<file path="src/rtl/core/epid_pkg.sv">
// ----------------------------------------------------------------------------
// epid_pkg
// Shared types and constants for the encoder PID speed controller.
// ----------------------------------------------------------------------------
package epid_pkg;

	// Configuration register map
	localparam int CFG_IDX_W = 3;
	localparam int GAIN_W    = 10;

	typedef enum logic [CFG_IDX_W-1:0] {
		CFG_GAIN_PROP     = 3'd0,
		CFG_GAIN_INTEG    = 3'd1,
		CFG_GAIN_DERIV    = 3'd2,
		CFG_SPEED_INVERT  = 3'd3,
		CFG_FORWARD_LEVEL = 3'd4
	} cfg_reg_t;

	typedef enum logic [1:0] {
		OP_ENC    = 2'd0,
		OP_TICK   = 2'd1,
		OP_TARGET = 2'd2,
		OP_NONE   = 2'd3
	} op_t;

	typedef enum logic {
		KIND_TICK = 1'b0,
		KIND_ACK  = 1'b1
	} kind_t;

	// Reset values of the configuration registers
	localparam logic [GAIN_W-1:0] GAIN_PROP_RST  = 10'd30;
	localparam logic [GAIN_W-1:0] GAIN_INTEG_RST = 10'd0;
	localparam logic [GAIN_W-1:0] GAIN_DERIV_RST = 10'd100;
	localparam logic              INVERT_RST     = 1'b0;
	localparam logic              FWD_LEVEL_RST  = 1'b1;

	// Field widths
	localparam int CNT_W    = 16;
	localparam int TGT_W    = 8;
	localparam int ERR_W    = 16;
	localparam int DIFF_W   = 17;
	localparam int INTEG_W  = 11;
	localparam int DUTY_W   = 13;
	localparam int CORR_W   = 16;

	// Target mapping
	localparam int TGT_SCALE_NUM = 90;
	localparam int TGT_SCALE_SH  = 7;
	localparam int TGT_DEADBAND  = 12;
	localparam int TGT_LIMIT     = 90;

	// PID limits
	localparam int INTEG_LIMIT = 1000;
	localparam int ERR_MAX     = 32767;
	localparam int ERR_MIN     = -32768;

	// Duty shaping
	localparam int DUTY_OFF_BELOW = 100;
	localparam int DUTY_MIN_RUN   = 1000;
	localparam int DUTY_MAX       = 7500;

	// Signed drive: present duty plus correction
	localparam int DRV_W = 18;

	// Product and sum widths
	localparam int PPROP_W = GAIN_W + 1 + ERR_W;
	localparam int PDER_W  = GAIN_W + 1 + DIFF_W;
	localparam int PINT_W  = GAIN_W + 1 + INTEG_W;
	localparam int SUM_W   = PDER_W + 1;

	// Divide by ten: q = (n * DIV_M) >> DIV_SHIFT, exact for any DIV_N_W-bit n.
	// The reciprocal is split in two so that each partial product stays narrow.
	localparam int DIV_N_W    = 27;
	localparam int DIV_Q_W    = 24;
	localparam int DIV_SHIFT  = 30;
	localparam int DIV_SPLIT  = 14;
	localparam int DIV_M      = 107374183;
	localparam int DIV_M_LO   = DIV_M % (1 << DIV_SPLIT);
	localparam int DIV_M_HI   = DIV_M / (1 << DIV_SPLIT);
	localparam int DIV_LO_W   = DIV_N_W + DIV_SPLIT;
	localparam int DIV_HI_W   = DIV_N_W + 13;
	localparam int DIV_FULL_W = DIV_HI_W + DIV_SPLIT;

	// Control that travels with an item down the pipe
	typedef struct packed {
		logic                    valid;
		kind_t                   kind;
		logic signed [TGT_W-1:0] target;
	} pipe_ctl_t;

endpackage

</file>
<file path="src/rtl/core/epid_div10.sv">
// ----------------------------------------------------------------------------
// epid_div10
// Two-stage unsigned divide by ten by reciprocal multiplication.
// ----------------------------------------------------------------------------
module epid_div10 import epid_pkg::*; (
	input  logic               clk,
	input  logic               en,
	input  logic [DIV_N_W-1:0] num,
	output logic [DIV_Q_W-1:0] quo
);

	logic [DIV_LO_W-1:0]   plo_s5;
	logic [DIV_HI_W-1:0]   phi_s5;
	logic [DIV_FULL_W-1:0] full;

	// partial products against the low and high halves of the reciprocal
	always_ff @(posedge clk) begin
		if (en) begin
			plo_s5 <= DIV_LO_W'(num) * DIV_LO_W'(DIV_M_LO);
			phi_s5 <= DIV_HI_W'(num) * DIV_HI_W'(DIV_M_HI);
		end
	end

	assign full = {phi_s5, DIV_SPLIT'(0)} + DIV_FULL_W'(plo_s5);

	always_ff @(posedge clk) begin
		if (en) begin
			quo <= full[DIV_SHIFT +: DIV_Q_W];
		end
	end

endmodule

</file>
<file path="src/rtl/core/encoder_pid_motor_speed.sv">
// ----------------------------------------------------------------------------
// encoder_pid_motor_speed - quadrature encoder count and PID speed loop, one motor
// Pipe: a request passes s1 to s6 and the output register before its result is presented.
// Throughput: one request per cycle; stalls only while a result is held on m_tready.
// Reset: arst_n clears counts, loop state and pipe; registers return to defaults.
// ----------------------------------------------------------------------------
module encoder_pid_motor_speed import epid_pkg::*; (
	input  logic                 clk,
	input  logic                 arst_n,
	// configuration write port
	input  logic                 cfg_wen,
	input  logic [CFG_IDX_W-1:0] cfg_index,
	input  logic [GAIN_W-1:0]    cfg_data,
	// request stream
	input  logic                 s_tvalid,
	output logic                 s_tready,
	input  logic [15:0]          s_tdata,   // enc_a[0], enc_b[1], command_byte[9:2], zero[15:10]
	input  logic [1:0]           s_tuser,   // op[1:0]
	// result stream
	output logic                 m_tvalid,
	input  logic                 m_tready,
	output logic [39:0]          m_tdata,   // duty[12:0], dir_level[13], correction[29:14],
	                                        // target_value[37:30], zero[39:38]
	output logic                 m_tuser    // kind[0]
);

	// ------------------------------------------------------------------------
	// Pipe overview
	//   s1 : request register; loop state (count, target, integral,
	//        last error) is updated here as the request leaves s1
	//   s2 : error, difference and integral of a tick
	//   s3 : three gain products
	//   s4 : PID sum, split into sign and magnitude
	//   s5/s6 : divide by ten (epid_div10)
	//   out : drive/duty feedback loop and the result register
	// All stages step together on adv; s1 refills whenever it is empty.
	// ------------------------------------------------------------------------

	// configuration
	logic [GAIN_W-1:0] gain_prop_q, gain_integ_q, gain_deriv_q;
	logic              speed_invert_q, forward_level_q;

	// loop state
	logic signed [CNT_W-1:0]   edge_count_q;
	logic                      prev_a_q, prev_b_q;
	logic signed [TGT_W-1:0]   target_q;
	logic signed [ERR_W-1:0]   prev_err_q;
	logic signed [INTEG_W-1:0] integ_q;
	logic [DUTY_W-1:0]         duty_q;
	logic                      dir_q;

	// pipe
	logic                      adv;
	logic                      valid_s1;
	op_t                       op_s1;
	logic                      a_s1, b_s1;
	logic signed [TGT_W-1:0]   cmd_s1;
	pipe_ctl_t                 ctl_s2, ctl_s3, ctl_s4, ctl_s5, ctl_s6;
	logic signed [ERR_W-1:0]   err_s2;
	logic signed [DIFF_W-1:0]  diff_s2;
	logic signed [INTEG_W-1:0] integ_s2;
	logic signed [PPROP_W-1:0] pprop_s3;
	logic signed [PDER_W-1:0]  pder_s3;
	logic signed [PINT_W-1:0]  pint_s3;
	logic [DIV_N_W-1:0]        mag_s4;
	logic                      neg_s4, neg_s5, neg_s6;
	logic [DIV_Q_W-1:0]        quo_s6;

	// output register
	logic                      out_valid_q;
	kind_t                     out_kind_q;
	logic [DUTY_W-1:0]         out_duty_q;
	logic                      out_dir_q;
	logic signed [CORR_W-1:0]  out_corr_q;
	logic signed [TGT_W-1:0]   out_target_q;

	// ------------------------------------------------------------------------
	// Handshake: the whole pipe steps unless a result is held at the output;
	// s1 may still take a request while it is empty.
	// ------------------------------------------------------------------------
	assign adv      = !out_valid_q || m_tready;
	assign s_tready = adv || !valid_s1;

	logic fire_s1;
	assign fire_s1 = valid_s1 && adv;

	// ------------------------------------------------------------------------
	// Configuration writes
	// ------------------------------------------------------------------------
	always_ff @(posedge clk or negedge arst_n) begin
		if (!arst_n) begin
			gain_prop_q     <= GAIN_PROP_RST;
			gain_integ_q    <= GAIN_INTEG_RST;
			gain_deriv_q    <= GAIN_DERIV_RST;
			speed_invert_q  <= INVERT_RST;
			forward_level_q <= FWD_LEVEL_RST;
		end else if (cfg_wen) begin
			unique case (cfg_index)
				CFG_GAIN_PROP:     gain_prop_q     <= cfg_data;
				CFG_GAIN_INTEG:    gain_integ_q    <= cfg_data;
				CFG_GAIN_DERIV:    gain_deriv_q    <= cfg_data;
				CFG_SPEED_INVERT:  speed_invert_q  <= cfg_data[0];
				CFG_FORWARD_LEVEL: forward_level_q <= cfg_data[0];
				default: ;
			endcase
		end
	end

	// ------------------------------------------------------------------------
	// s1: request register
	// ------------------------------------------------------------------------
	always_ff @(posedge clk or negedge arst_n) begin
		if (!arst_n) begin
			valid_s1 <= 1'b0;
		end else if (s_tready) begin
			valid_s1 <= s_tvalid;
		end
	end

	always_ff @(posedge clk) begin
		if (s_tvalid && s_tready) begin
			op_s1  <= op_t'(s_tuser);
			a_s1   <= s_tdata[0];
			b_s1   <= s_tdata[1];
			cmd_s1 <= s_tdata[9:2];
		end
	end

	// ------------------------------------------------------------------------
	// s1 logic: encoder step, target mapping, error and integral
	// ------------------------------------------------------------------------
	logic                      up, dn;
	logic signed [CNT_W-1:0]   edge_nxt;
	logic signed [14:0]        cmd_scaled;
	logic signed [14:0]        cmd_rnd;
	logic signed [TGT_W-1:0]   tgt_div;
	logic signed [TGT_W-1:0]   tgt_new;
	logic signed [CNT_W:0]     speed;
	logic signed [CNT_W+1:0]   err_wide;
	logic signed [ERR_W-1:0]   err;
	logic signed [ERR_W:0]     integ_wide;
	logic signed [INTEG_W-1:0] integ_new;
	logic signed [DIFF_W-1:0]  diff;

	assign up       = a_s1 ^ prev_b_q;
	assign dn       = b_s1 ^ prev_a_q;
	assign edge_nxt = edge_count_q + CNT_W'(up) - CNT_W'(dn);

	// command * 90 / 128, truncated toward zero (bias negatives before the shift)
	assign cmd_scaled = 15'(cmd_s1) * 15'(TGT_SCALE_NUM);
	assign cmd_rnd    = cmd_scaled[14] ? cmd_scaled + 15'((1 << TGT_SCALE_SH) - 1) : cmd_scaled;
	assign tgt_div    = TGT_W'(cmd_rnd >>> TGT_SCALE_SH);

	always_comb begin
		if (tgt_div < TGT_W'(TGT_DEADBAND) && tgt_div > -TGT_W'(TGT_DEADBAND))
			tgt_new = '0;
		else if (tgt_div > TGT_W'(TGT_LIMIT))
			tgt_new = TGT_W'(TGT_LIMIT);
		else if (tgt_div < -TGT_W'(TGT_LIMIT))
			tgt_new = -TGT_W'(TGT_LIMIT);
		else
			tgt_new = tgt_div;
	end

	// speed is the count, negated for a mirrored motor
	assign speed    = speed_invert_q ? -(CNT_W+1)'(edge_count_q) : (CNT_W+1)'(edge_count_q);
	assign err_wide = (CNT_W+2)'(target_q) - (CNT_W+2)'(speed);

	always_comb begin
		if (err_wide > (CNT_W+2)'(ERR_MAX))
			err = ERR_W'(ERR_MAX);
		else if (err_wide < (CNT_W+2)'(ERR_MIN))
			err = ERR_W'(ERR_MIN);
		else
			err = err_wide[ERR_W-1:0];
	end

	assign integ_wide = (ERR_W+1)'(integ_q) + (ERR_W+1)'(err);

	always_comb begin
		if (integ_wide > (ERR_W+1)'(INTEG_LIMIT))
			integ_new = INTEG_W'(INTEG_LIMIT);
		else if (integ_wide < -(ERR_W+1)'(INTEG_LIMIT))
			integ_new = -INTEG_W'(INTEG_LIMIT);
		else
			integ_new = integ_wide[INTEG_W-1:0];
	end

	assign diff = DIFF_W'(err) - DIFF_W'(prev_err_q);

	// loop state moves only as a request leaves s1
	always_ff @(posedge clk or negedge arst_n) begin
		if (!arst_n) begin
			edge_count_q <= '0;
			prev_a_q     <= 1'b0;
			prev_b_q     <= 1'b0;
			target_q     <= '0;
			prev_err_q   <= '0;
			integ_q      <= '0;
		end else if (fire_s1) begin
			case (op_s1)
				OP_ENC: begin
					edge_count_q <= edge_nxt;
					prev_a_q     <= a_s1;
					prev_b_q     <= b_s1;
				end
				OP_TARGET: begin
					target_q <= tgt_new;
				end
				OP_TICK: begin
					integ_q      <= integ_new;
					prev_err_q   <= err;
					edge_count_q <= '0;
				end
				default: ;
			endcase
		end
	end

	// ------------------------------------------------------------------------
	// s2 .. s6 control and payload
	// ------------------------------------------------------------------------
	logic signed [SUM_W-1:0] sum;
	logic signed [SUM_W-1:0] sum_abs;

	assign sum = SUM_W'(pprop_s3) + SUM_W'(pder_s3) + SUM_W'(pint_s3);
	assign sum_abs = sum[SUM_W-1] ? -sum : sum;

	always_ff @(posedge clk or negedge arst_n) begin
		if (!arst_n) begin
			ctl_s2 <= '0;
			ctl_s3 <= '0;
			ctl_s4 <= '0;
			ctl_s5 <= '0;
			ctl_s6 <= '0;
		end else if (adv) begin
			ctl_s2.valid  <= valid_s1 && (op_s1 == OP_TICK || op_s1 == OP_TARGET);
			ctl_s2.kind   <= (op_s1 == OP_TARGET) ? KIND_ACK : KIND_TICK;
			ctl_s2.target <= (op_s1 == OP_TARGET) ? tgt_new : target_q;
			ctl_s3 <= ctl_s2;
			ctl_s4 <= ctl_s3;
			ctl_s5 <= ctl_s4;
			ctl_s6 <= ctl_s5;
		end
	end

	always_ff @(posedge clk) begin
		if (adv) begin
			err_s2   <= err;
			diff_s2  <= diff;
			integ_s2 <= integ_new;
			pprop_s3 <= $signed({1'b0, gain_prop_q}) * err_s2;
			pder_s3  <= $signed({1'b0, gain_deriv_q}) * diff_s2;
			pint_s3  <= $signed({1'b0, gain_integ_q}) * integ_s2;
			neg_s4   <= sum[SUM_W-1];
			mag_s4   <= sum_abs[DIV_N_W-1:0];
			neg_s5   <= neg_s4;
			neg_s6   <= neg_s5;
		end
	end

	// ------------------------------------------------------------------------
	// s5/s6: magnitude / 10
	// ------------------------------------------------------------------------
	epid_div10 u_div10 (
		.clk (clk),
		.en  (adv),
		.num (mag_s4),
		.quo (quo_s6)
	);

	// ------------------------------------------------------------------------
	// Output stage: correction, signed drive and duty shaping
	// ------------------------------------------------------------------------
	logic signed [DIV_Q_W:0]  corr_wide;
	logic signed [CORR_W-1:0] corr;
	logic signed [DRV_W-1:0]  drive_base;
	logic signed [DRV_W-1:0]  drive;
	logic [DRV_W-1:0]         drive_mag;
	logic [DUTY_W-1:0]        duty_new;
	logic                     dir_new;

	assign corr_wide = neg_s6 ? -(DIV_Q_W+1)'(quo_s6) : (DIV_Q_W+1)'(quo_s6);

	always_comb begin
		if (corr_wide > (DIV_Q_W+1)'(ERR_MAX))
			corr = CORR_W'(ERR_MAX);
		else if (corr_wide < (DIV_Q_W+1)'(ERR_MIN))
			corr = CORR_W'(ERR_MIN);
		else
			corr = corr_wide[CORR_W-1:0];
	end

	// drive_base is negative when the pin currently shows the backward level
	assign drive_base = (dir_q != forward_level_q) ? -DRV_W'(duty_q) : DRV_W'(duty_q);
	assign drive      = drive_base + DRV_W'(corr);
	assign dir_new    = drive[DRV_W-1] ? !forward_level_q : forward_level_q;
	assign drive_mag  = drive[DRV_W-1] ? DRV_W'(-drive) : DRV_W'(drive);

	always_comb begin
		if (drive_mag < DRV_W'(DUTY_OFF_BELOW))
			duty_new = '0;
		else if (drive_mag < DRV_W'(DUTY_MIN_RUN))
			duty_new = DUTY_W'(DUTY_MIN_RUN);
		else if (drive_mag > DRV_W'(DUTY_MAX))
			duty_new = DUTY_W'(DUTY_MAX);
		else
			duty_new = drive_mag[DUTY_W-1:0];
	end

	always_ff @(posedge clk or negedge arst_n) begin
		if (!arst_n) begin
			duty_q      <= '0;
			dir_q       <= FWD_LEVEL_RST;
			out_valid_q <= 1'b0;
		end else if (adv) begin
			out_valid_q <= ctl_s6.valid;
			if (ctl_s6.valid && ctl_s6.kind == KIND_TICK) begin
				duty_q <= duty_new;
				dir_q  <= dir_new;
			end
		end
	end

	always_ff @(posedge clk) begin
		if (adv) begin
			out_kind_q   <= ctl_s6.kind;
			out_target_q <= ctl_s6.target;
			if (ctl_s6.kind == KIND_TICK) begin
				out_duty_q <= duty_new;
				out_dir_q  <= dir_new;
				out_corr_q <= corr;
			end else begin
				// target acknowledgement carries only the target
				out_duty_q <= '0;
				out_dir_q  <= 1'b0;
				out_corr_q <= '0;
			end
		end
	end

	assign m_tvalid = out_valid_q;
	assign m_tuser  = out_kind_q;
	assign m_tdata  = {2'b00, out_target_q, out_corr_q, out_dir_q, out_duty_q};

endmodule

</file>
<file path="config.mk">
export PLATFORM = sky130hd
export DESIGN_NAME = encoder_pid_motor_speed
export DESIGN_NICKNAME = d
export VERILOG_FILES = /design/src/rtl/core/epid_pkg.sv /design/src/rtl/core/epid_div10.sv /design/src/rtl/core/encoder_pid_motor_speed.sv
export SDC_FILE = /design/constraint.sdc
export NUM_CORES = 2
export LEC_CHECK = 0
export ABC_AREA = 0
export BUFFER_PORTS_ARGS = -buffer_cell sky130_fd_sc_hd__buf_2
export CORE_ASPECT_RATIO = 0.5
export CORE_MARGIN = 5
export CORE_UTILIZATION = 60
export DETAILED_ROUTE_END_ITERATION = 7
export PLACE_DENSITY = 0.86
export RECOVER_POWER = 25
export SLEW_MARGIN = 10
export SYNTH_ARGS = -nofsm -noshare
export SYNTH_HDL_FRONTEND = slang
export SYNTH_SLANG_ARGS = --single-unit
export TNS_END_PERCENT = 5
</file>
<file path="constraint.sdc">
create_clock -name clk -period 9.5 [get_ports clk]
set_input_delay 1.425 -clock clk [delete_from_list [all_inputs] [get_ports clk]]
set_output_delay 1.425 -clock clk [all_outputs]
set_load 0.01 [all_outputs]
</file>
==> results_dict.tcl <==
set metrics [dict create \
    violations "max-capacitance violations, max-slew violations" \
    status "complete, but fails checks" \
    die_y_um 221 \
    clockBufferDepth 3 \
    required_ps 9850 \
    cts_root_buf "clkbuf_16" \
    synthArstFlopShare 0.340 \
    syn_area_um2 53500 \
    crit_path_end_kind "flop" \
    drt_iter0_drc 2899 \
    clk_pin_slew_ps 70 \
    antenna_found_initial 2 \
    vias 38700 \
    wl_um 125000 \
    grt_start_max_net_pins 128 \
    place_congestion 0.954 \
    synthCells 5403 \
    ys_warn_count 0 \
    drc 0 \
    synth_cell_type_count 96 \
    worstPathMaxFanout 15 \
    grt_pass1_wl_um 206000 \
    maxCapViolations 3 \
    area_growth_pct 5.93 \
    cts_tree "built" \
    dieWidth_um 432 \
    synth_area_per_cell_um2 9.90 \
    crit_type "flop to flop" \
    core_area_um2 88300 \
    hp-class "flop to flop" \
    nNetsFinal 6739 \
    skew_ps 32.9 \
    floorplan.initialDensity 0.605 \
    finalSetupViolCount 0 \
    critPathLaunchType "flop" \
    slew_headroom -2.82 \
    tns_ps 0 \
    numCtsBuffers 47 \
    synthTopCellsByArea "fa_1 (25%), edfxtp_1 (16%), ha_1 (15%), dfrtp_1 (6.6%), inv_1 (6.6%)" \
    synth_top_flop_cell "edfxtp_1" \
    worst_pin_slew_ps 5730 \
    clkSinkCount 444 \
    postLayoutCellArea_um2 56600 \
    synth_seq_cells 444 \
    hold_buffers 0 \
    synth_top_area_frac 0.250 \
    cts_resized 0 \
    track_usage 0.263 \
    port_buffers 70 \
    ys_seq_area_frac 0.235 \
    cts_setup_buffers 0 \
    viasPerCell 5.84 \
    die_area_um2 95500 \
    fmax_mhz 114 \
    timing.final.crit_period_ps 8790 \
    grt_overflow 0 \
    avgRoutedWirePerCell_um 18.8 \
    drv_slew 288 \
    rows 77 \
    clk_latency_ps 640 \
    cts-htree-levels 2 \
    drt-pass1-iter-count 6 \
    grt_pass1_vias 40900 \
    fin_crit_sh 0.925 \
    synth_largest_area_cell "fa_1" \
    drive_above_1_share 0.0467 \
    dp_hpwl_um 99300 \
    hold_viol 0 \
    dpl-instance-area_um2 54900 \
    nFillCells 6576 \
    arrival_ps 9140 \
    synth_edf_count 293 \
    rsz0062_at_grt "false" \
    io-pin-count 79 \
    ant_nets 0 \
]
==> sequential cells by signal, indices dropped and copies added, names as in the netlist, 11 cells and up <==
name            flops
diff_s2            17
duty_q             13
edge_count_q       16
err_s2             16
integ_q            11
integ_s2           11
mag_s4             27
out_corr_q         16
out_duty_q         13
pder_s3            28
pint_s3            22
pprop_s3           27
prev_err_q         16
u_div10.phi_s5     40
u_div10.plo_s5     27
u_div10.quo        24
==> path summary, 6_finish.rpt <==
path | from | to | slack (ps) | cells past startpoint
max | u_div10.quo[4]$_DFFE_PP_ | out_duty_q[3]$_SDFFCE_PP0P_ | 710 | 25
min | neg_s4$_DFFE_PP_ | neg_s5$_DFFE_PP_ | 430 | 0
max reg2reg | u_div10.quo[4]$_DFFE_PP_ | out_duty_q[3]$_SDFFCE_PP0P_ | 710 | 25
min reg2reg | neg_s4$_DFFE_PP_ | neg_s5$_DFFE_PP_ | 430 | 0
max in group asynchronous | arst_n | prev_err_q[8]$_DFFE_PN0P_ | 3330 | 1
min in group asynchronous | arst_n | duty_q[0]$_DFFE_PN0P_ | 2870 | 1
==> critical path, stage by stage, from the launching register on <==
cell      delay (ps)
edfxtp_1         440
or4_4            550
or2_2            290
or3_1            450
nor2_1           320
nand2_1          160
xnor2_1          140
or4_1            420
nor4_1           260
nor2_1           260
o21ai_0          480
ha_1             280
inv_1             60
fa_1             420
nand2b_1         200
a21oi_1          280
xor2_1           240
nor4_2           450
or3b_1           480
nor4_1           330
nand4_1          160
a2111o_1         460
a211o_1          410
nor4_1           530
or2_0            350
a31oi_1           70
==> synth_stat cells (all sizes together) (14+ instances only) <==
library cell,count
nor2b,62
nor3,77
edfxtp,293
o21a,51
buf,15
xnor2,212
mux2,36
ha,632
nand4,20
a211oi,21
o31ai,33
or2,18
o311ai,18
and2,268
clkbuf,119
o21bai,21
a21boi,17
nand2,504
o21ai,182
o41ai,14
a21o,61
xor2,112
a21oi,203
nand3,68
a31oi,36
o211ai,21
nor4,20
nand2b,34
and3,39
inv,940
dfrtp,142
nor2,238
fa,667
or3,34
==> logic make-up (layout without fill, tap and decap cells) <==
| logic type | after synthesis | count (layout) | synth area share |
|---|---|---|---|
| buffers and inverters | 1074 | 1112 | 0.0760 |
| XOR/XNOR | 324 | 324 | 0.0534 |
| multiplexers | 44 | 44 | 0.00908 |
| flip-flops | 444 | 444 | 0.235 |
| AO/OA/AOI/OAI | 790 | 790 | 0.0972 |
| adder cells (fa/ha/maj) | 1299 | 1299 | 0.398 |
| other | 1 | 3 | 0.0000701 |
| AND/OR/NAND/NOR | 1427 | 1427 | 0.131 |
==> layer usage <==
metal | up-vias | track usage | part of all wire | wire length, µm
met5 | - | 0 | 0.00010 | 13
met4 | 2 | 0.0871 | 0.034 | 4290
met3 | 328 | 0.0450 | 0.073 | 9040
met2 | 1439 | 0.449 | 0.49 | 60900
met1 | 19200 | 0.344 | 0.40 | 50400
li1 | 17800 | - | - | -
==> through the flow <==
step / instances / utilization / hold slack, ps / setup slack [ps]
2_1_floorplan: 5404 / - / 400 / 2200
6_report: 6628 / 0.641 / 428 / 708
3_3_place_gp: 6540 / 0.622 / 405 / 1160
5_1_grt: 6627 / 0.641 / 448 / 161
4_1_cts: 6627 / 0.641 / 435 / 838
3_5_place_dp: 6540 / 0.622 / 420 / 888
==> layout make-up <==
class	count	area [µm²]	area share
inverters	940	3530	0.0623
diodes	1	2.50	0.0000442
clock buffers	56	1290	0.0228
clock inverters	31	444	0.00784
flip-flops and latches	444	12600	0.222
repair buffers	85	452	0.00797
multi-input cells	3886	36900	0.651
well taps	1185	1480	0.0262
==> cell usage in the layout, fill, tap and decap left out, types with 34 or more instances in the layout <==
| master | n |
|---|---|
| inv_1 | 939 |
| dfrtp_1 | 142 |
| xor2_1 | 112 |
| nor2b_1 | 61 |
| xnor2_1 | 210 |
| mux2_2 | 36 |
| or3_1 | 34 |
| nor2_1 | 238 |
| nand2_1 | 504 |
| and3_1 | 38 |
| a21o_1 | 61 |
| o21a_1 | 51 |
| o21ai_0 | 178 |
| a21oi_1 | 200 |
| edfxtp_1 | 293 |
| and2_1 | 259 |
| buf_2 | 67 |
| nor3_1 | 75 |
| fa_1 | 667 |
| ha_1 | 632 |
| a31oi_1 | 36 |
| nand3_1 | 67 |
| clkbuf_16 | 49 |
| nand2b_1 | 34 |
Power is left out: the tool's default activity adds up to more than one toggle a clock period on the data nets, which glitch-free logic cannot reach.
